### src/sv/gb3_pkg.sv
// Package for the 3x3 Gaussian blur stream: widths, register codes, kernel,
// stage control types and the weighted-sum function.
// No dependencies; every other file of the block but gb3_line_mem uses it.
`default_nettype none

package gb3_pkg;

  // Field and register widths.
  localparam int PIX_W         = 8;
  localparam int DIM_W         = 11;
  localparam int ROW_W         = 10;
  localparam int SUM_W         = 12;
  localparam int CFG_ADDR_W    = 3;
  localparam int CFG_DATA_W    = 32;

  // Frame geometry limits and reset values.
  localparam int MAX_WIDTH_DEF = 1024;
  localparam int HEIGHT_MAX    = 1024;
  localparam int DIM_MIN       = 3;
  localparam int DIM_RESET     = 512;
  localparam int WIN_N         = 3;

  // Output queue depth covers the two pipeline stages plus two waiting words.
  localparam int FIFO_DEPTH    = 4;

  // Register index, taken from the word address.
  typedef enum logic {
    REG_WIDTH  = 1'b0,
    REG_HEIGHT = 1'b1
  } gb3_reg_t;

  // Blur kernel 1 2 1 / 2 4 2 / 1 2 1.
  localparam logic [2:0] KERNEL [WIN_N][WIN_N] = '{
    '{3'd1, 3'd2, 3'd1},
    '{3'd2, 3'd4, 3'd2},
    '{3'd1, 3'd2, 3'd1}
  };

  typedef logic [PIX_W-1:0] gb3_pix_t;

  // Window entry [row*3 + col], row 0 is the oldest row.
  typedef gb3_pix_t [8:0] gb3_win_t;

  // Control that travels with a word through the pipeline.
  typedef struct packed {
    logic valid;
    logic emit;
    logic last;
  } gb3_ctl_t;

  // A finished result word.
  typedef struct packed {
    logic     valid;
    logic     last;
    gb3_pix_t pixel;
  } gb3_res_t;

  // Weighted nine-tap sum; the maximum is 16 * 255 = 4080, so it fits 12 bits.
  function automatic logic [SUM_W-1:0] blur_sum(input gb3_win_t win);
    logic [SUM_W-1:0] acc;
    acc = SUM_W'(win[0]) * SUM_W'(KERNEL[0][0])
        + SUM_W'(win[1]) * SUM_W'(KERNEL[0][1])
        + SUM_W'(win[2]) * SUM_W'(KERNEL[0][2])
        + SUM_W'(win[3]) * SUM_W'(KERNEL[1][0])
        + SUM_W'(win[4]) * SUM_W'(KERNEL[1][1])
        + SUM_W'(win[5]) * SUM_W'(KERNEL[1][2])
        + SUM_W'(win[6]) * SUM_W'(KERNEL[2][0])
        + SUM_W'(win[7]) * SUM_W'(KERNEL[2][1])
        + SUM_W'(win[8]) * SUM_W'(KERNEL[2][2]);
    return acc;
  endfunction

endpackage

`default_nettype wire

### src/sv/gb3_window.sv
// 3x3 neighborhood window and weighted sum. Shifts in one column per word
// and presents the blurred result in the cycle after that word arrives. Depends on gb3_pkg.
`default_nettype none

module gb3_window (
  input  wire logic              clk,
  input  wire logic              rst_n,
  input  wire gb3_pkg::gb3_ctl_t ctl_i,
  input  wire gb3_pkg::gb3_pix_t up_i,
  input  wire gb3_pkg::gb3_pix_t mid_i,
  input  wire gb3_pkg::gb3_pix_t pix_i,
  output gb3_pkg::gb3_res_t      res_o,
  output logic                   busy_o
);

  gb3_pkg::gb3_win_t       win_r;
  gb3_pkg::gb3_win_t       win_nxt;
  gb3_pkg::gb3_ctl_t       ctl_r;
  logic [gb3_pkg::SUM_W-1:0] sum;

  // Older columns move left; the new column enters on the right.
  always_comb begin
    win_nxt    = win_r;
    win_nxt[0] = win_r[1];
    win_nxt[1] = win_r[2];
    win_nxt[2] = up_i;
    win_nxt[3] = win_r[4];
    win_nxt[4] = win_r[5];
    win_nxt[5] = mid_i;
    win_nxt[6] = win_r[7];
    win_nxt[7] = win_r[8];
    win_nxt[8] = pix_i;
  end

  always_ff @(posedge clk) begin
    if (!rst_n) begin
      win_r <= '0;
      ctl_r <= '0;
    end else begin
      ctl_r <= ctl_i;
      if (ctl_i.valid) begin
        win_r <= win_nxt;
      end
    end
  end

  // Divide by sixteen by dropping the low four bits.
  always_comb begin
    sum          = gb3_pkg::blur_sum(win_r);
    res_o.valid  = ctl_r.valid & ctl_r.emit;
    res_o.last   = ctl_r.last;
    res_o.pixel  = sum[gb3_pkg::SUM_W-1 -: gb3_pkg::PIX_W];
    busy_o       = ctl_r.valid;
  end

endmodule

`default_nettype wire

### config.mk
export PLATFORM = sky130hd
export DESIGN_NAME = gb3_window
export DESIGN_NICKNAME = d
export VERILOG_FILES = /design/src/sv/gb3_pkg.sv /design/src/sv/gb3_window.sv
export SDC_FILE = /design/constraint.sdc
export NUM_CORES = 1
export LEC_CHECK = 0
export ABC_CLOCK_PERIOD_IN_PS = 4980
export BUFFER_PORTS_ARGS = -buffer_cell sky130_fd_sc_hd__clkbuf_2
export CORE_MARGIN = 4
export CORE_UTILIZATION = 31
export CTS_BUF_LIST = sky130_fd_sc_hd__clkbuf_8
export DETAILED_ROUTE_END_ITERATION = 16
export GPL_ROUTABILITY_DRIVEN = 0
export PLACE_DENSITY_LB_ADDON = 0.3
export SLEW_MARGIN = 20
export SYNTH_ARGS = -nofsm -noshare
export SYNTH_HDL_FRONTEND = slang
export SYNTH_SLANG_ARGS = --single-unit
export TNS_END_PERCENT = 50
### constraint.sdc
create_clock -name clk -period 4.98 [get_ports clk]
set_input_delay 0.498 -clock clk [delete_from_list [all_inputs] [get_ports clk]]
set_output_delay 0.498 -clock clk [all_outputs]
set_load 0.01 [all_outputs]
## Yosys cells after proc, flatten, opt, wreduce, memory -nomap -nowiden

Cells that the tools add are included.

- Register bits: 75
- Bits of input ports: 29
- Output and inout bits: 11
- Word-level logic and storage cells: 21

- $add $sub $neg: 8
- Bitwise operators: 1

Operators by type and width:

| kind | number |
|---|---|
| 12-bit by 8-bit adder with 12-bit output | 2 |
| 12-bit by 9-bit adder with 12-bit output | 2 |
| 11-bit by 9-bit adder with 12-bit output | 1 |
| 12-bit by 10-bit adder with 12-bit output | 1 |
| 10-bit by 8-bit adder with 11-bit output | 1 |
| 8-bit by 9-bit adder with 10-bit output | 1 |
| 1-bit bitwise AND | 1 |

## Logic depth before layout (Yosys ltp)

- Depth after elaboration: 8
- Gate-level depth with buffers: 13
- Depth with buffers taken out: 13

## Worst setup path after synthesis

No wires, ideal clock.

- Path type: reg-to-output
- Start point: register win_r[4] (netlist name)
- End point: output port res_o[7] (netlist name)
- Arrival: 3820 ps
- Data required time: 4482 ps
- Path slack: 662 ps
- Cell stages (with the launch flop): 14
- Cells stage by stage: dfxtp_1 -> inv_1 -> fa_1 -> inv_1 -> fa_1 -> fa_1 -> inv_1 -> fa_1 -> inv_1 -> fa_1 -> a21oi_1 -> or2_1 -> nand2_1 -> o311ai_1

RTL lines:

| what | line | RTL |
|---|---|---|
| from (decl) | gb3_window.sv:16 | `gb3_pkg::gb3_win_t win_r;` |
| from (signal assigned) | gb3_window.sv:42 | `win_r <= win_nxt;` |
| to (decl) | gb3_window.sv:12 | `output gb3_pkg::gb3_res_t res_o,` |

==> run_results.csv <==
group,metric,value,unit
outcome,outcome,"complete, no violations",
power_and_ir_drop,p_sw,0.0004955,W
clocking,clock-sinks,75,
power_and_ir_drop,p_per_area,302.7,nW/um^2
synth,postSynth.asyncResetShare,0,%
critical_path,startpoint_type,"register",
power_and_ir_drop,clkPwrFrac,32.0,%
clocking,cts_tree,"built",
floorplan,dieArea,16990,sq um
timing,max_freq,0.2097,GHz
timing,final_max_slew_viol_count,0,
timing,setup_tns,0,ps
drt,ant_nets,0,
min_path,timing.hold.worst.class,"primary input to register",
finish,postLayoutCellArea,5371,sq um
synth,synthFlopType,"dfxtp_1",
global_route,grt_pass1_vias,3082,
finish,register_area,1515,sq um
drt,num_vias,2868,
global_route,grt_antenna_before_repair,0,
timing,fin_ws,211.3,ps
floorplan,coreArea,14590,sq um
timing,rsz0062_at_grt,"false",
clocking,clockBufferDepth,2,
synth,synth_top_family_by_area,"adder cells",
drt,drc,0,
clocking,cts-buffers-inserted,9,
finish,fillers,1464,
drt,vias_per_cell,4.243,
floorplan,dieWidth,130.3,microns
synth,synth_nets,539,
placement,dp.cells,653,
clocking,cts-root-buf,"clkbuf_8",
finish,fin_cells,676,
synth,ys_types,32,
synth,yosysSeqAreaShare,32.36,%
finish,area_growth,15.78,%
power_and_ir_drop,p_int,0.001130,W
timing,setup_viol,0,
critical_path,crit_type,"register to output port",
finish,antenna_cells,0,
power_and_ir_drop,peakVddDrop,0.1832,mV
power_and_ir_drop,combPwrFrac,28.4,%
critical_path,path_max_fanout,2,
synth,synthXorXnorAreaFrac,0.7551,%
synth,yosys.area_share.simple,12.54,%
drt,drt_iter0_drc,94,
placement,pre_cts_slack,320.5,ps
synth,synth_edf_count,0,
clocking,clkLatencyLatePin,350,ps
power_and_ir_drop,seqPwrFrac,39.6,%
synth,muxShareOfSynthArea,16.02,%
synth,ys_seq_elements,75,
timing,fin_skew,4.973,ps
placement,port_buffers,39,
drt,wirelength,8502,microns
floorplan,die_h,130.3,microns
placement,dpl_cell_area,4992,sq um
finish,fin_util,36.82,%
power_and_ir_drop,switching_share,30.48,%
critical_path,required,4480,ps
timing,worst_pin_slew,896.4,ps
synth,synthAdderAreaFrac,25.94,%
synth,synth-compound-area-share,2.427,%
synth,yosys_warnings,0,
timing,min_period,4769,ps
timing,slew_headroom,40.24,%
floorplan,io_pins,40,
flow_run,cap_viol_max_count,0,
finish,multi_input_area,2770,sq um
clocking,clkSlewWorstSetupHoldPaths,80,ps
floorplan,start_util,31.80,%
critical_path,crit_arrival,4270,ps
synth,syn-instance-count,445,
synth,netlist_area,4639,sq um
finish,nNetsFinal,581,
clocking,h-tree-depth,3,
timing,finalHoldViolCount,0,
synth,avgSynthCellArea,10.43,sq um
timing,min_period_over_period,95.76,%
finish,drive_gt1_share,19.31,%
drt,wl_per_cell,12.58,microns
global_route,grt_max_degree,76,
power_and_ir_drop,leakage,2.473,nW
floorplan,rows,44,
global_route,grt_pass1_wl,14520,microns
placement,dp_hpwl,6171,microns
drt,first_pass_iters,4,
critical_path,worstSetupEndpointType,"output port",
global_route,overflow,0,
global_route,grt_usage,10.95,%
-- cell usage in the layout, fill, tap and decap left out, drive strengths merged --
master   instances
a211o            1
ha              13
xor2             2
xnor2            2
a21oi            5
nand2            5
clkbuf          46
and3             2
a2111oi          2
nand3            2
dfxtp           75
mux2i           72
and2             5
o41a             1
nor2b           73
nor2             2
mux2             2
o311ai           3
buf             12
or2              2
a31oi            1
nand2b           1
bufinv           2
a21o             1
fa              52
nor4             1
clkinv           2
nor3             4
inv            101
-- power groups by stage --
stage	clock [W]	sequential (W)	combinational, W
3_5_place_dp	0	0.000658	0.000398
3_3_place_gp	0	0.000658	0.000386
5_1_grt	0.000565	0.000648	0.000524
2_1_floorplan	0	0.000650	0.000290
4_1_cts	0.000547	0.000644	0.000412
6_report	0.000520	0.000644	0.000462
-- repair_timing --
action                     4_1_cts  5_1_grt
pin swaps                        8       20
gates cloned                     0        0
resized for setup                8       25
hold buffers                     0        0
setup endpoints to repair        2        6
setup buffers                    1        6
-- worst paths after layout --
kind              slack (ps)  cells past startpoint                       end                     start
setup reg to reg        4210                      2  win_nxt[27]$_SDFFE_PN0P_  win_nxt[35]$_SDFFE_PN0P_
hold / removal           350                      2       ctl_r[1]$_SDFF_PN0_                  ctl_i[1]
setup / recovery         210                     14                  res_o[7]     win_r[3]$_SDFFE_PN0P_
hold reg to reg          520                      2    win_r[30]$_SDFFE_PN0P_    win_r[30]$_SDFFE_PN0P_
-- metrics by stage --
step	hold slack [ps]	power, W
floorplan	482.6	0.0009409
global placement	497.9	0.001044
detailed placement	504.2	0.001056
CTS	329.4	0.001603
global route	329.3	0.001737
finish	349.3	0.001626
-- cells in the mapped netlist, types with 2 or more instances --
library cell	count	area share [%]
nand3_1	2	0.22
xor2_1	2	0.38
and2_1	5	0.67
mux2i_1	72	16
xnor2_1	2	0.38
a21oi_1	4	0.43
nor2_1	2	0.16
buf_4	6	0.97
nand2_1	5	0.40
o311ai_1	3	0.57
mux2_2	2	0.49
inv_1	98	7.9
nor3_1	4	0.43
fa_1	52	22
dfxtp_1	75	32
and3_1	2	0.27
clkbuf_1	8	0.65
nor2b_1	73	9.8
buf_2	3	0.32
ha_1	13	3.5
-- sequential cells by signal, summed over array words and instances, names as in the netlist --
signal,flops
win_nxt,48
win_r,24
busy_o,1
ctl_r,1
res_o,1
-- metal layers --
layer	global-route usage [%]	up-vias	share of wire [%]
met4	2.662	0	1.0
met1	12.75	1384	42
met5	0	-	0
met3	3.561	7	3.7
met2	19.52	34	53
li1	-	1443	-
-- worst max-delay path, stage by stage (launching register included) --
cell and delay, ps:
dfxtp_2 330, inv_1 50, fa_1 520, inv_1 50
fa_1 480, fa_1 550, inv_1 50, fa_1 470
nor3_2 250, fa_2 270, a21oi_4 70, or2_1 240
a211o_1 310, o311ai_2 80, buf_2 180
-- final cells by class --
type	count	area share (%)
multi-input combinational	254	51.57
tap	184	4.286
timing repair buffer	48	4.938
inverter	99	6.918
clock inverter	6	1.514
sequential	75	28.21
clock buffer	10	2.562
-- cells by family (layout without fill, tap and decap cells) --
logic type,after synthesis,after routing
buf+inv,116,163
fa+ha+maj,65,65
simple gates,97,97
compound gates,14,14
xor+xnor,4,4
flops,75,75
mux,74,74
No activity file was read; power rests on OpenSTA's default activity.
