[src/sv/gb3_pkg.sv]
// Package for the 3x3 Gaussian blur stream: widths, register codes, kernel,
// stage control types and the weighted-sum function.
// No dependencies; every other file of the block but gb3_line_mem uses it.
`default_nettype none

package gb3_pkg;

  // Field and register widths.
  localparam int PIX_W         = 8;
  localparam int DIM_W         = 11;
  localparam int ROW_W         = 10;
  localparam int SUM_W         = 12;
  localparam int CFG_ADDR_W    = 3;
  localparam int CFG_DATA_W    = 32;

  // Frame geometry limits and reset values.
  localparam int MAX_WIDTH_DEF = 1024;
  localparam int HEIGHT_MAX    = 1024;
  localparam int DIM_MIN       = 3;
  localparam int DIM_RESET     = 512;
  localparam int WIN_N         = 3;

  // Output queue depth covers the two pipeline stages plus two waiting words.
  localparam int FIFO_DEPTH    = 4;

  // Register index, taken from the word address.
  typedef enum logic {
    REG_WIDTH  = 1'b0,
    REG_HEIGHT = 1'b1
  } gb3_reg_t;

  // Blur kernel 1 2 1 / 2 4 2 / 1 2 1.
  localparam logic [2:0] KERNEL [WIN_N][WIN_N] = '{
    '{3'd1, 3'd2, 3'd1},
    '{3'd2, 3'd4, 3'd2},
    '{3'd1, 3'd2, 3'd1}
  };

  typedef logic [PIX_W-1:0] gb3_pix_t;

  // Window entry [row*3 + col], row 0 is the oldest row.
  typedef gb3_pix_t [8:0] gb3_win_t;

  // Control that travels with a word through the pipeline.
  typedef struct packed {
    logic valid;
    logic emit;
    logic last;
  } gb3_ctl_t;

  // A finished result word.
  typedef struct packed {
    logic     valid;
    logic     last;
    gb3_pix_t pixel;
  } gb3_res_t;

  // Weighted nine-tap sum; the maximum is 16 * 255 = 4080, so it fits 12 bits.
  function automatic logic [SUM_W-1:0] blur_sum(input gb3_win_t win);
    logic [SUM_W-1:0] acc;
    acc = SUM_W'(win[0]) * SUM_W'(KERNEL[0][0])
        + SUM_W'(win[1]) * SUM_W'(KERNEL[0][1])
        + SUM_W'(win[2]) * SUM_W'(KERNEL[0][2])
        + SUM_W'(win[3]) * SUM_W'(KERNEL[1][0])
        + SUM_W'(win[4]) * SUM_W'(KERNEL[1][1])
        + SUM_W'(win[5]) * SUM_W'(KERNEL[1][2])
        + SUM_W'(win[6]) * SUM_W'(KERNEL[2][0])
        + SUM_W'(win[7]) * SUM_W'(KERNEL[2][1])
        + SUM_W'(win[8]) * SUM_W'(KERNEL[2][2]);
    return acc;
  endfunction

endpackage

`default_nettype wire

[src/sv/gb3_if.sv]
// Valid/ready stream interfaces for the blur block: input pixels and results.
// Depends on gb3_pkg for the pixel width.
`default_nettype none


interface gb3_pixel_out_if;
  logic                       valid;
  logic                       ready;
  logic [gb3_pkg::PIX_W-1:0]  pixel_out;
  logic                       frame_last;

  modport source (output valid, output pixel_out, output frame_last, input ready);
  modport sink   (input valid, input pixel_out, input frame_last, output ready);
endinterface

`default_nettype wire

[src/sv/gb3_out_fifo.sv]
// Small output queue that decouples the pipeline from result back-pressure.
// Depends on gb3_pkg and the gb3_pixel_out_if interface.
`default_nettype none

module gb3_out_fifo #(
  parameter int DEPTH = gb3_pkg::FIFO_DEPTH,
  parameter int PW    = $clog2(DEPTH),
  parameter int CW    = $clog2(DEPTH + 1)
) (
  input  wire logic              clk,
  input  wire logic              rst_n,
  input  wire gb3_pkg::gb3_res_t push_i,
  gb3_pixel_out_if.source        out,
  output logic [CW-1:0]          count_o
);

  gb3_pkg::gb3_res_t mem_r [DEPTH];
  logic [PW-1:0]     wr_ptr_r;
  logic [PW-1:0]     rd_ptr_r;
  logic [CW-1:0]     count_r;
  logic [CW-1:0]     count_nxt;
  logic              pop;

  assign pop = out.valid & out.ready;

  always_comb begin
    count_nxt = count_r + CW'(push_i.valid) - CW'(pop);
  end

  // Pointers and fill count.
  always_ff @(posedge clk) begin
    if (!rst_n) begin
      wr_ptr_r <= '0;
      rd_ptr_r <= '0;
      count_r  <= '0;
    end else begin
      count_r <= count_nxt;
      if (push_i.valid) begin
        wr_ptr_r <= (wr_ptr_r == PW'(DEPTH - 1)) ? '0 : wr_ptr_r + 1'b1;
      end
      if (pop) begin
        rd_ptr_r <= (rd_ptr_r == PW'(DEPTH - 1)) ? '0 : rd_ptr_r + 1'b1;
      end
    end
  end

  // Storage needs no reset.
  always_ff @(posedge clk) begin
    if (push_i.valid) begin
      mem_r[wr_ptr_r] <= push_i;
    end
  end

  assign out.valid      = (count_r != '0);
  assign out.pixel_out  = mem_r[rd_ptr_r].pixel;
  assign out.frame_last = mem_r[rd_ptr_r].last;
  assign count_o        = count_r;

endmodule

`default_nettype wire

[src/flat_wrapper.sv]
// flat-port wrapper written by rule: the top's interface ports become plain ports
module gb3_out_fifo_flat 
#(
  parameter int DEPTH = gb3_pkg::FIFO_DEPTH,
  parameter int PW    = $clog2(DEPTH),
  parameter int CW    = $clog2(DEPTH + 1)
)
  (clk, rst_n, push_i, count_o, out_valid, out_pixel_out, out_frame_last, out_ready);
  gb3_pixel_out_if out_i ();
  input  wire logic clk;
  input  wire logic rst_n;
  input  wire gb3_pkg::gb3_res_t push_i;
  output logic [CW-1:0] count_o;
  output wire logic [$bits(out_i.valid)-1:0] out_valid;
  output wire logic [$bits(out_i.pixel_out)-1:0] out_pixel_out;
  output wire logic [$bits(out_i.frame_last)-1:0] out_frame_last;
  input wire logic [$bits(out_i.ready)-1:0] out_ready;
  assign out_valid = out_i.valid;
  assign out_pixel_out = out_i.pixel_out;
  assign out_frame_last = out_i.frame_last;
  assign out_i.ready = out_ready;
  gb3_out_fifo #(.DEPTH(DEPTH), .PW(PW), .CW(CW)) u_core (.clk(clk), .rst_n(rst_n), .push_i(push_i), .out(out_i), .count_o(count_o));
endmodule
[config.mk]
export PLATFORM = sky130hd
export DESIGN_NAME = gb3_out_fifo_flat
export DESIGN_NICKNAME = d
export VERILOG_FILES = /design/src/sv/gb3_pkg.sv /design/src/sv/gb3_if.sv /design/src/sv/gb3_out_fifo.sv /design/src/flat_wrapper.sv
export SDC_FILE = /design/constraint.sdc
export NUM_CORES = 1
export LEC_CHECK = 0
export BUFFER_PORTS_ARGS = -buffer_cell sky130_fd_sc_hd__buf_2
export CAP_MARGIN = 20
export CORE_ASPECT_RATIO = 0.8
export CORE_MARGIN = 5
export CORE_UTILIZATION = 40
export DETAILED_ROUTE_END_ITERATION = 12
export MAX_ROUTING_LAYER = met4
export PLACE_DENSITY = 0.65
export SYNTH_ARGS = -nofsm -noshare
export SYNTH_HDL_FRONTEND = slang
export SYNTH_SLANG_ARGS = --single-unit
export TNS_END_PERCENT = 50
[constraint.sdc]
create_clock -name clk -period 3.9 [get_ports clk]
set_input_delay 0.39 -clock clk [delete_from_list [all_inputs] [get_ports clk]]
set_output_delay 0.39 -clock clk [all_outputs]
set_load 0.02 [all_outputs]
# Word-level counts from Yosys, hierarchy flattened

Memory sizes are Yosys's and may differ from the RTL's. A register that Yosys moved wholly into a read port is not among the register bits.
Cells that the tools add are included.
W data, S select, Z words.

Bits in registers: 7
RAM bits: 40
Bits of input ports: 13
Output and inout port bits: 13
Word-level logic and storage cells: 18
Memories kept: 1

Add/sub/neg operators: 4
Eq/ne operators: 2
Multiplexer cells: 6
Bitwise gates (word level): 1
Reductions and logical operators: 1

Memories:

| name         | words | bits a word | read ports | clocked after memory_dff | wr ports | RTL line           | source |
|---|---|---|---|---|---|---|---|
| u_core.mem_r | 4     | 10          | 1          | 1                        | 1        | gb3_out_fifo.sv:17 | `gb3_pkg::gb3_res_t mem_r [DEPTH];` |

Operators with widths:

| kind                  | count |
|---|---|
| $mux W2               | 4 |
| $add A2 B1 Y2 const B | 2 |
| $eq A2 B2 Y1 const B  | 2 |
| $add A3 B1 Y3         | 1 |
| $reduce_bool A3 Y1    | 1 |
| $sub A3 B1 Y3         | 1 |
| $mux W1               | 2 |
| $and A1 B1 Y1         | 1 |

# Logic depth before layout (Yosys ltp)

Gate-level depths: netlist of run 1.

Depth in word-level cells: 4
Depth in mapped cells: 8
Gate-level depth less buffers: 8

# Worst setup path after synthesis of run 1

OpenSTA, ideal clock, no wires.

Kind: register to register
Start point: reg u_core.count_r[1] (netlist: u_core.count_o[1])
End point: reg u_core.count_r[2] (netlist: u_core.count_o[2])
Library setup time: 114 ps
Data arrival time: 1837 ps
Required time: 3786 ps
Setup slack: 1949 ps
Cell stages (with the launch flop): 9
Buffers on the path: 0
Period minus slack after synthesis: 1951 ps
Path through: dfxtp_1 o31a_1 ha_1 inv_1 ha_1 inv_1 fa_1 xnor3_1 nor2b_1

Cells in the longest elaborated chain, start to end: 3
Elaborated cells between the ends (all ways): 4
Those cells by class: add/sub (2); bitwise (1); reduce/logical (1)

RTL lines:

| item                                                  | RTL line           | source |
|---|---|---|
| start: declaration                                    | gb3_out_fifo.sv:20 | `logic [CW-1:0] count_r;` |
| start signal: assignment                              | gb3_out_fifo.sv:37 | `count_r <= count_nxt;` |
| branches (longest 2 deep; another with $add A3 B1 Y3) | n/a                |  |
| $sub A3 B1 Y3 (*)                                     | gb3_out_fifo.sv:27 | `count_nxt = count_r + CW'(push_i.valid) - CW'(pop);` |

Mark *: on every way between the ends.
A chain may end at the register's enable or synchronous reset.

==> qor.yml, run 1 <==
rows: 21
finalWeightedCongestion: 0.653
grt_max_degree: 17
ys_types: 18
vias: 832
crit_chain: "mux4_2 > buf_2"
cellPowerDensity_mw_per_mm2: 582
syn-num-nets: 111
wire_per_inst_microns: 14.9
crit_buf_inv: 1
nNetsFinal: 141
crit_fanout: 9
die-height_microns: 69.4
min_path_type: "input port to flip-flop"
period_share_pct: 55.1
num_io_pins: 26
swShare_pct: 29.7
clock_tree.buffer_depth: 2
netSwitchingPower_mw: 0.353
syn-instance-count: 90
grt_setup_unrepaired: "no"
antenna_found_initial: 0
wl_met1_mm: 1.13
drv_slew: 0
ys_seq_area_share_pct: 71.4
gr-total-overflow: 0
die_w_microns: 84.3
crit_required_ns: 3.51
top_layer: "met4"
worst_pin_slew_ns: 0.583
cp_slowest_cell: "dfxtp_1"
netlist_area_sq_mm: 0.00177
cts_sinks: 45
drt_iter0_markers: 46
htree_levels: 2
clkPwrFrac_pct: 24.8
power_frac_comb_pct: 24.2
setup_slack_ns: 1.75
path_delay_family: "flip-flops"
groute.usage.overall_pct: 10.6
p_int_mw: 0.834
hold_viol_final: 0
cts_hold_buf: 0
cap_violations: 0
place_ws_ns: 1.93
finalSetupViolations: 0
cts_tree: "built"
detailed_place_hpwl_mm: 1.89
final_antenna_net_count: 0
clock_latency_ns: 0.30
initial_utilization_pct: 41.7
fin_crit_ns: 2.15
peakVddDrop_uv: 247
finClkSkew_ns: 0.00488
dieArea_sq_mm: 0.00585
seqPwrFrac_pct: 51.0
wl_met2_mm: 1.32
root_buffer: "clkbuf_8"
crit_path_end_kind: "output port"
area.growth.synth_to_final_pct: 15.5
num_antenna_cells: 0
cp-start-kind: "flip-flop"
drive_gt1_share_pct: 34.7
firstDrtPassIters: 3
ys_seq_elements: 45
drt_wl_total_mm: 2.66
max_slew_margin_pct: 61.1
route.detailed.drc: 0
grt_pass1_vias: 866
power.leakage_nw: 0.744
viasPerCell: 4.67
status: "finished clean"
dr_wl_met3_microns: 160
crit_type: "flip-flop to output port"
cts-resized-gates: 0
post_cts_buffers: 0
critPathMaxStageDelay_ns: 0.70
total_power_mw: 1.19
fin_setup_tns_ns: 0
yosys_warnings: 0
design.core.area_sq_mm: 0.00423
max_freq_mhz: 466
cts_buffers: 5
port_buffers: 25
clk_pin_slew_worst_paths_ns: 0.09
grt_pass1_wl_mm: 4.35
synth_area_per_cell_sq_um: 19.6
cp.arrival_ns: 1.76
==> cell families (layout without fill, tap and decap cells) <==
family / Yosys count / in the layout / share of synthesized area (%)
and+or+nand+nor: 15 / 15 / 5.10
adders and majority gates: 8 / 8 / 6.09
buffers and inverters: 7 / 38 / 1.98
DFF: 45 / 45 / 71.4
xor gates and xnor gates: 1 / 1 / 1.28
AOI/OAI and AO/OA: 2 / 2 / 0.922
muxes: 12 / 12 / 13.2
==> cells in the final DEF, fill, tap and decap left out <==
cell,instances
edfxtp_1,36
dfxtp_1,9
nand2_1,3
clkinvlp_4,1
xnor3_1,1
ha_1,7
o21a_1,1
or3b_1,1
o31a_1,1
inv_1,5
or3_1,1
inv_6,2
clkbuf_8,5
and2_1,5
mux4_2,9
nor3b_1,1
mux2i_1,3
buf_2,25
nor2b_1,4
fa_1,1
==> sequential cells by signal, summed over array words and instances (netlist names), named ones only <==
register	cells
u_core.wr_ptr_r	2
u_core.mem_r	36
u_core.count_o	3
u_core.rd_ptr_r	2
==> cell type report <==
cell class	count	area (sq um)
repair buffers	25	125
clock buffers	5	68.8
clock inverters	3	25.0
fillers	362	2190
well taps	57	71.3
inverters	5	18.8
flip-flops and latches	45	1260
multi-input cells	38	469
==> routing by layer <==
layer  global-route usage [%]  up-vias
met2                     16.0       17
met1                     12.2      408
met5                        -        -
met3                     4.99        5
met4                     4.29        0
li1                         -      402
==> worst reg2reg max path: stages (launching register included) <==
cell     delay [ns]
dfxtp_1        0.36
o31a_1         0.37
ha_1           0.30
inv_1          0.06
ha_1           0.13
inv_1          0.05
fa_1           0.36
xnor3_1        0.18
nor2b_1        0.11
==> Yosys cell counts, drive strengths merged <==
cell | number | share of area, %
and2 | 5 | 1.8
buf | 1 | 0.64
clkbuf | 1 | 0.28
dfxtp | 9 | 10
edfxtp | 36 | 61
fa | 1 | 1.1
ha | 7 | 5.0
inv | 5 | 1.1
mux2i | 3 | 1.7
mux4 | 9 | 11
nand2 | 3 | 0.64
nor2b | 4 | 1.4
nor3b | 1 | 0.43
o21a | 1 | 0.43
o31a | 1 | 0.50
or3 | 1 | 0.35
or3b | 1 | 0.50
xnor3 | 1 | 1.3
==> metrics by stage <==
step                      utilization [%]  cells  hold slack (ns)  cell area (sq um)
final                                48.2    178            0.295               2040
after global routing                 48.2    178            0.282               2040
after CTS                            48.2    178            0.283               2040
after detailed placement             46.0    170            0.490               1950
after global placement               46.0    170            0.476               1950
after floorplan                         -     90            0.461               1770
==> power by group through the flow <==
| stage | logic [mW] | registers, mW | clock network [mW] |
|---|---|---|---|
| after floorplan | 0.227 | 0.605 | 0 |
| after global placement | 0.283 | 0.617 | 0 |
| after detailed placement | 0.293 | 0.620 | 0 |
| after CTS | 0.293 | 0.609 | 0.304 |
| after global routing | 0.315 | 0.618 | 0.323 |
| final | 0.287 | 0.605 | 0.294 |
==> path summary, 6_finish.rpt <==
check | to | depth (start not counted) | slack, ns | start
min | u_core.mem_r[2][6] | 1 | 0.30 | push_i[6]
min reg2reg | flip-flop | 2 | 0.50 | u_core.rd_ptr_r[1]
max | out_frame_last | 2 | 1.75 | flip-flop
max reg2reg | u_core.count_o[2] | 8 | 1.92 | u_core.count_o[1]
(Power assumes the default switching activity.)
==> run 2, diff against run 1 <==
--- a/config.mk
+++ b/config.mk
@@ -12,7 +12,7 @@
 export CORE_UTILIZATION = 40
 export DETAILED_ROUTE_END_ITERATION = 12
 export MAX_ROUTING_LAYER = met4
-export PLACE_DENSITY = 0.65
+export PLACE_DENSITY = 0.68
 export SYNTH_ARGS = -nofsm -noshare
 export SYNTH_HDL_FRONTEND = slang
 export SYNTH_SLANG_ARGS = --single-unit
==> constraint.sdc (replaced) <==
create_clock -name clk -period 1.9 [get_ports clk]
set_input_delay 0.19 -clock clk [delete_from_list [all_inputs] [get_ports clk]]
set_output_delay 0.19 -clock clk [all_outputs]
set_load 0.02 [all_outputs]
==> run 2 against run 1 <==
Compared with the run above: flip-flop and latch count unchanged; register-to-register slack got worse by 1.9 ns; first-iteration DRC count decreased by 39%; largest power group unchanged.
==> qor.yml, run 2 (same netlist as run 1, synthesis figures left out) <==
p_int_mw: 1.76  # +110%
power_frac_comb_pct: 28.8  # +4.6 points
top_layer: "met4"
grt_pass1_wl_mm: 4.53  # +4.3%
peakVddDrop_uv: 416  # +68%
rows: 21  # unchanged
grt_pass1_vias: 956  # +10%
dr_wl_met3_microns: 157  # -1.9%
max_slew_margin_pct: 65.4  # +4.3 points
nNetsFinal: 146  # +3.5%
clock_latency_ns: 0.29  # about the same
regMostFlops: "u_core.mem_r"
clock_tree.buffer_depth: 2  # unchanged
crit_path_end_kind: "flip-flop"
grt_max_degree: 15  # -2
die_w_microns: 84.3  # unchanged
netSwitchingPower_mw: 0.718  # +100%
drive_gt1_share_pct: 39.7  # +5.0 points
htree_levels: 2  # unchanged
status: "finished clean"
finClkSkew_ns: 0.00282  # -0.00206 ns
min_path_type: "input port to flip-flop"
port_buffers: 25  # unchanged
die-height_microns: 69.4  # unchanged
fin_crit_ns: 1.84
crit_fanout: 2  # -7
final_core_util_pct: 49.0  # +0.83 points
drt_wl_total_mm: 2.83  # +6.6%
gr-total-overflow: 0  # unchanged
cap_violations: 0  # unchanged
drv_slew: 0  # unchanged
clk_pin_slew_worst_paths_ns: 0.08  # about the same
final_common_cell: "edfxtp_1"
cp-start-kind: "flip-flop"
wl_met2_mm: 1.54  # +17%
largest_register_ffs: 36  # unchanged
layout_common_cells: "36 x edfxtp_1, 25 x buf_2, 9 x mux4_2"
crit_type: "flip-flop to flip-flop"
finalSetupViolations: 0  # unchanged
vias: 869  # +4.4%
design.core.area_sq_mm: 0.00423  # unchanged
firstDrtPassIters: 4  # +1
antenna_found_initial: 0  # unchanged
grt_setup_unrepaired: "yes"
crit_required_ns: 2.12  # -1.39 ns
period_share_pct: 97.1
r2r_slack_ns: 0.06  # -1.86 ns
cts_sinks: 45  # unchanged
area.growth.synth_to_final_pct: 17.5
nFillCells: 372  # +2.8%
initial_utilization_pct: 41.7  # unchanged
num_antenna_cells: 0  # unchanged
final_antenna_net_count: 0  # unchanged
clkPwrFrac_pct: 22.4  # -2.4 points
groute.usage.overall_pct: 10.9  # +0.28 points
cellPowerDensity_mw_per_mm2: 1190  # +100%
viasPerCell: 4.75  # +1.6%
cts_buffers: 5  # unchanged
num_io_pins: 26  # unchanged
wire_per_inst_microns: 15.5  # +3.7%
hold_viol_final: 0  # unchanged
drt_iter0_markers: 28  # -39%
finalWeightedCongestion: 0.670  # +2.6%
wl_met1_mm: 1.11  # -1.3%
power.leakage_nw: 0.769  # +3.3%
route.detailed.drc: 0  # unchanged
swShare_pct: 29.0  # -0.68 points
worst_pin_slew_ns: 0.519  # -0.0640 ns
cp.arrival_ns: 2.07  # +0.31 ns
fin_setup_tns_ns: 0  # unchanged
dieArea_sq_mm: 0.00585  # unchanged
detailed_place_hpwl_mm: 2.04  # +8.5%
seqPwrFrac_pct: 48.8  # -2.2 points
max_freq_mhz: 542
cts_tree: "built"
root_buffer: "clkbuf_8"
## run 2: area by class of cell
cell class | instances | area, sq um | area share (%)
Clock inverter | 3 | 17.5 | 0.844
Clock buffer | 5 | 68.8 | 3.32
Timing Repair Buffer | 30 | 163 | 7.84
Sequential cell | 45 | 1260 | 60.9
Multi-Input combinational cell | 38 | 472 | 22.7
Inverter | 5 | 18.8 | 0.905
Tap cell | 57 | 71.3 | 3.44
## run 2: power by group through the flow
stage	combinational, mW	sequential (mW)	clock [mW]
floorplan	0.466	1.25	0
global placement	0.669	1.22	0
detailed placement	0.712	1.23	0
CTS	0.718	1.21	0.571
global route	0.791	1.22	0.624
finish	0.712	1.21	0.555
## run 2: worst max-delay path, stage by stage, from the launching register on
cell     delay, ns
dfxtp_1       0.32
o31a_1        0.32
ha_1          0.29
inv_1         0.06
ha_1          0.13
inv_1         0.05
fa_2          0.33
xnor3_1       0.17
nor2b_1       0.11
## run 2: per-stage QoR
| stage | total power, mW | area [sq um] | cells | setup slack [ns] | hold slack [ns] |
|---|---|---|---|---|---|
| 5_1_grt | 2.63 | 2070 | 183 | -0.0569 | 0.0893 |
| 6_report | 2.47 | 2070 | 183 | 0.0551 | 0.108 |
| 3_3_place_gp | 1.89 | 1980 | 174 | 0.103 | 0.400 |
| 3_5_place_dp | 1.95 | 1980 | 174 | 0.0172 | 0.408 |
| 4_1_cts | 2.50 | 2070 | 182 | 0.0453 | 0.0968 |
| 2_1_floorplan | 1.71 | 1770 | 90 | 0.00280 | 0.289 |
## run 2: final timing paths
kind,startpoint,end,depth (start not counted)
worst min-delay path,push_i[8],u_core.mem_r[0][8],1
worst min register to register,u_core.rd_ptr_r[0],u_core.rd_ptr_r[0],2
worst max register to register,u_core.count_o[1],u_core.count_o[2],8
worst max-delay path,u_core.count_o[1],u_core.count_o[2],8
## run 2: routing by layer
layer / vias up / global-route usage (%)
met5: - / -
met4: 0 / 4.29
met3: 2 / 4.99
met2: 19 / 18.1
met1: 436 / 11.1
li1: 412 / -
## run 2: timing repair
| action | CTS | global route |
|---|---|---|
| setup endpoints to repair | 1 | 1 |
| gates resized for setup | 1 | 0 |
| pin swaps | 0 | 1 |
| hold buffers | 0 | 0 |
| setup buffers | 0 | 1 |
==> run 3, diff against run 2 <==
--- a/config.mk
+++ b/config.mk
@@ -13,6 +13,7 @@
 export DETAILED_ROUTE_END_ITERATION = 12
 export MAX_ROUTING_LAYER = met4
 export PLACE_DENSITY = 0.68
+export SETUP_SLACK_MARGIN = 0.3
 export SYNTH_ARGS = -nofsm -noshare
 export SYNTH_HDL_FRONTEND = slang
 export SYNTH_SLANG_ARGS = --single-unit
==> run 3 against run 2 <==
Compared with the run above: wire length down 1.4%; flip-flop and latch count unchanged; count of clock-buffer cells in the layout unchanged; via count unchanged; clock power up 6.5%; clock skew up 0.0033 ns; hold slack worse by 0.0059 ns; critical path depth unchanged; cell count down 0.55%; total power up 5.1%; setup slack worse by 0.012 ns; core utilization up 1.6 points.
==> qor.yml, run 3 (same netlist as run 1, synthesis figures left out) <==
area.growth.synth_to_final_pct: 21.3
cellPowerDensity_mw_per_mm2: 1210  # +1.8%
status: "finished clean"
layout_common_cells: "36 x edfxtp_1, 16 x buf_2, 11 x buf_6"
finalWeightedCongestion: 0.665  # -0.72%
num_antenna_cells: 0  # unchanged
max_slew_margin_pct: 67.7  # +2.3 points
peakVddDrop_uv: 568  # +37%
clock_tree.buffer_depth: 2  # unchanged
num_io_pins: 26  # unchanged
crit_path_end_kind: "flip-flop"
cts_hold_buf: 0  # unchanged
clock_latency_ns: 0.30  # about the same
worst_pin_slew_ns: 0.485  # -0.0340 ns
cap_violations: 0  # unchanged
final_cells: 182  # -0.55%
dpl.cell_count: 172  # -1.1%
r2r_start: "u_core.count_o[0]"
power.leakage_nw: 0.786  # +2.3%
final_antenna_net_count: 0  # unchanged
crit_chain: "o31a_1 > ha_1 > inv_1 > ha_1 > inv_1 > fa_2 > xnor3_1 > nor2b_1"
antenna_found_initial: 0  # unchanged
clk_pin_slew_worst_paths_ns: 0.09  # about the same
total_power_mw: 2.60  # +5.1%
place_ws_ns: 0.0395  # +0.0223 ns
max_freq_mhz: 538  # -0.66%
hold_viol_final: 0  # unchanged
dieArea_sq_mm: 0.00585  # unchanged
vias: 869  # unchanged
cts_sinks: 45  # unchanged
viasPerCell: 4.77  # +0.55%
grt_max_degree: 16  # +1
drt_iter0_markers: 51  # +82%
cp.arrival_ns: 2.09  # +0.02 ns
setup.worst_path.start: "u_core.count_o[0]"
gr-total-overflow: 0  # unchanged
root_buffer: "clkbuf_8"
endpoint: "u_core.count_o[2]"
port_buffers: 25  # unchanged
grt_pass1_vias: 935  # -2.2%
r2r_end: "u_core.count_o[2]"
grt_setup_unrepaired: "yes"
detailed_place_hpwl_mm: 1.91  # -6.8%
cp_slowest_cell: "dfxtp_4"
crit_type: "flip-flop to flip-flop"
cts_tree: "built"
regMostFlops: "u_core.mem_r"
initial_utilization_pct: 41.7  # unchanged
die-height_microns: 69.4  # unchanged
htree_levels: 2  # unchanged
setup_slack_ns: 0.0429  # -0.0122 ns
design.core.area_sq_mm: 0.00423  # unchanged
drv_slew: 0  # unchanged
final_common_cell: "edfxtp_1"
final_core_util_pct: 50.6  # +1.6 points
wire_per_inst_microns: 15.3  # -0.87%
crit_required_ns: 2.14  # +0.02 ns
rows: 21  # unchanged
route.detailed.drc: 0  # unchanged
crit_fanout: 2  # unchanged
critPathMaxStageDelay_ns: 0.35  # +0.02 ns
period_share_pct: 97.7  # +0.64 points
grt_pass1_wl_mm: 4.53  # -0.15%
drive_gt1_share_pct: 41.6  # +1.9 points
r2r_slack_ns: 0.04  # about the same
worstRegToRegCells: 8  # unchanged
cp-start-kind: "flip-flop"
fin_crit_ns: 1.86  # +0.0122 ns
placed_area_sq_mm: 0.00197  # -0.44%
stdcell_area_sq_mm: 0.00214  # +3.2%
die_w_microns: 84.3  # unchanged
finClkSkew_ns: 0.00614  # +0.00332 ns
finalSetupViolations: 0  # unchanged
cts_buffers: 5  # unchanged
drt_wl_total_mm: 2.79  # -1.4%
min_path_type: "input port to flip-flop"
firstDrtPassIters: 4  # unchanged
nNetsFinal: 145  # -0.68%
largest_register_ffs: 36  # unchanged
groute.usage.overall_pct: 10.5  # -0.32 points
==> run 3: cell count changes in the layout (fill, tap and decap cells not counted), sizes merged <==
cell and change:
buf -1, clkinv -1, inv +1
==> run 3: critical path: cells and delay by family (launching register included) <==
family / cells / cell delay [ns]
buf+inv: 2 / 0.11
compound gates: 1 / 0.31
simple gates: 1 / 0.10
flops: 1 / 0.35
xor+xnor: 1 / 0.18
fa+ha+maj: 3 / 0.76
==> run 3: how the worst min path moves through the flow <==
stage	startpoint	to	slack [ns]	cells after the start
3_5_place_dp	push_i[2]	u_core.mem_r[3][2]	0.41	1
5_1_grt	push_i[2]	u_core.mem_r[2][2]	0.1	1
6_report	push_i[0]	u_core.mem_r[3][0]	0.10	1
2_1_floorplan	push_i[0]	u_core.mem_r[0][0]	0.29	0
3_3_place_gp	push_i[7]	u_core.mem_r[1][7]	0.40	1
4_1_cts	push_i[0]	u_core.mem_r[0][0]	0.1	1
==> run 3: layout make-up <==
class	instances	area, sq um
sequential	45	1270
timing repair buffer	29	219
fill	345	2090
inverter	5	18.8
clock buffer	5	68.8
clock inverter	3	21.3
tap	57	71.3
multi-input combinational	38	472
==> run 3: where the power goes <==
group          switching [mW]  internal [mW]
Clock                   0.330          0.261
Combinational           0.360          0.423
Sequential             0.0644           1.16
==> run 3: what timing repair did <==
action,CTS,global route
setup endpoints to repair,11,11
setup buffers,1,0
resized for setup,9,15
cloned,1,0
==> run 3: metrics by stage <==
stage          hold slack, ns  TNS, ns
2_1_floorplan           0.289        0
3_3_place_gp            0.400        0
3_5_place_dp            0.410        0
4_1_cts                0.0951        0
5_1_grt                0.0957  -0.0641
6_report                0.102        0
==> run 3: routing by layer <==
layer | vias to the layer above | global-route usage, % | wire length (microns)
met1 | 434 | 11.3 | 1170
met3 | 7 | 3.68 | 131
met5 | - | - | 0
met4 | 0 | 5.36 | 58
met2 | 19 | 17.3 | 1430
li1 | 409 | - | -
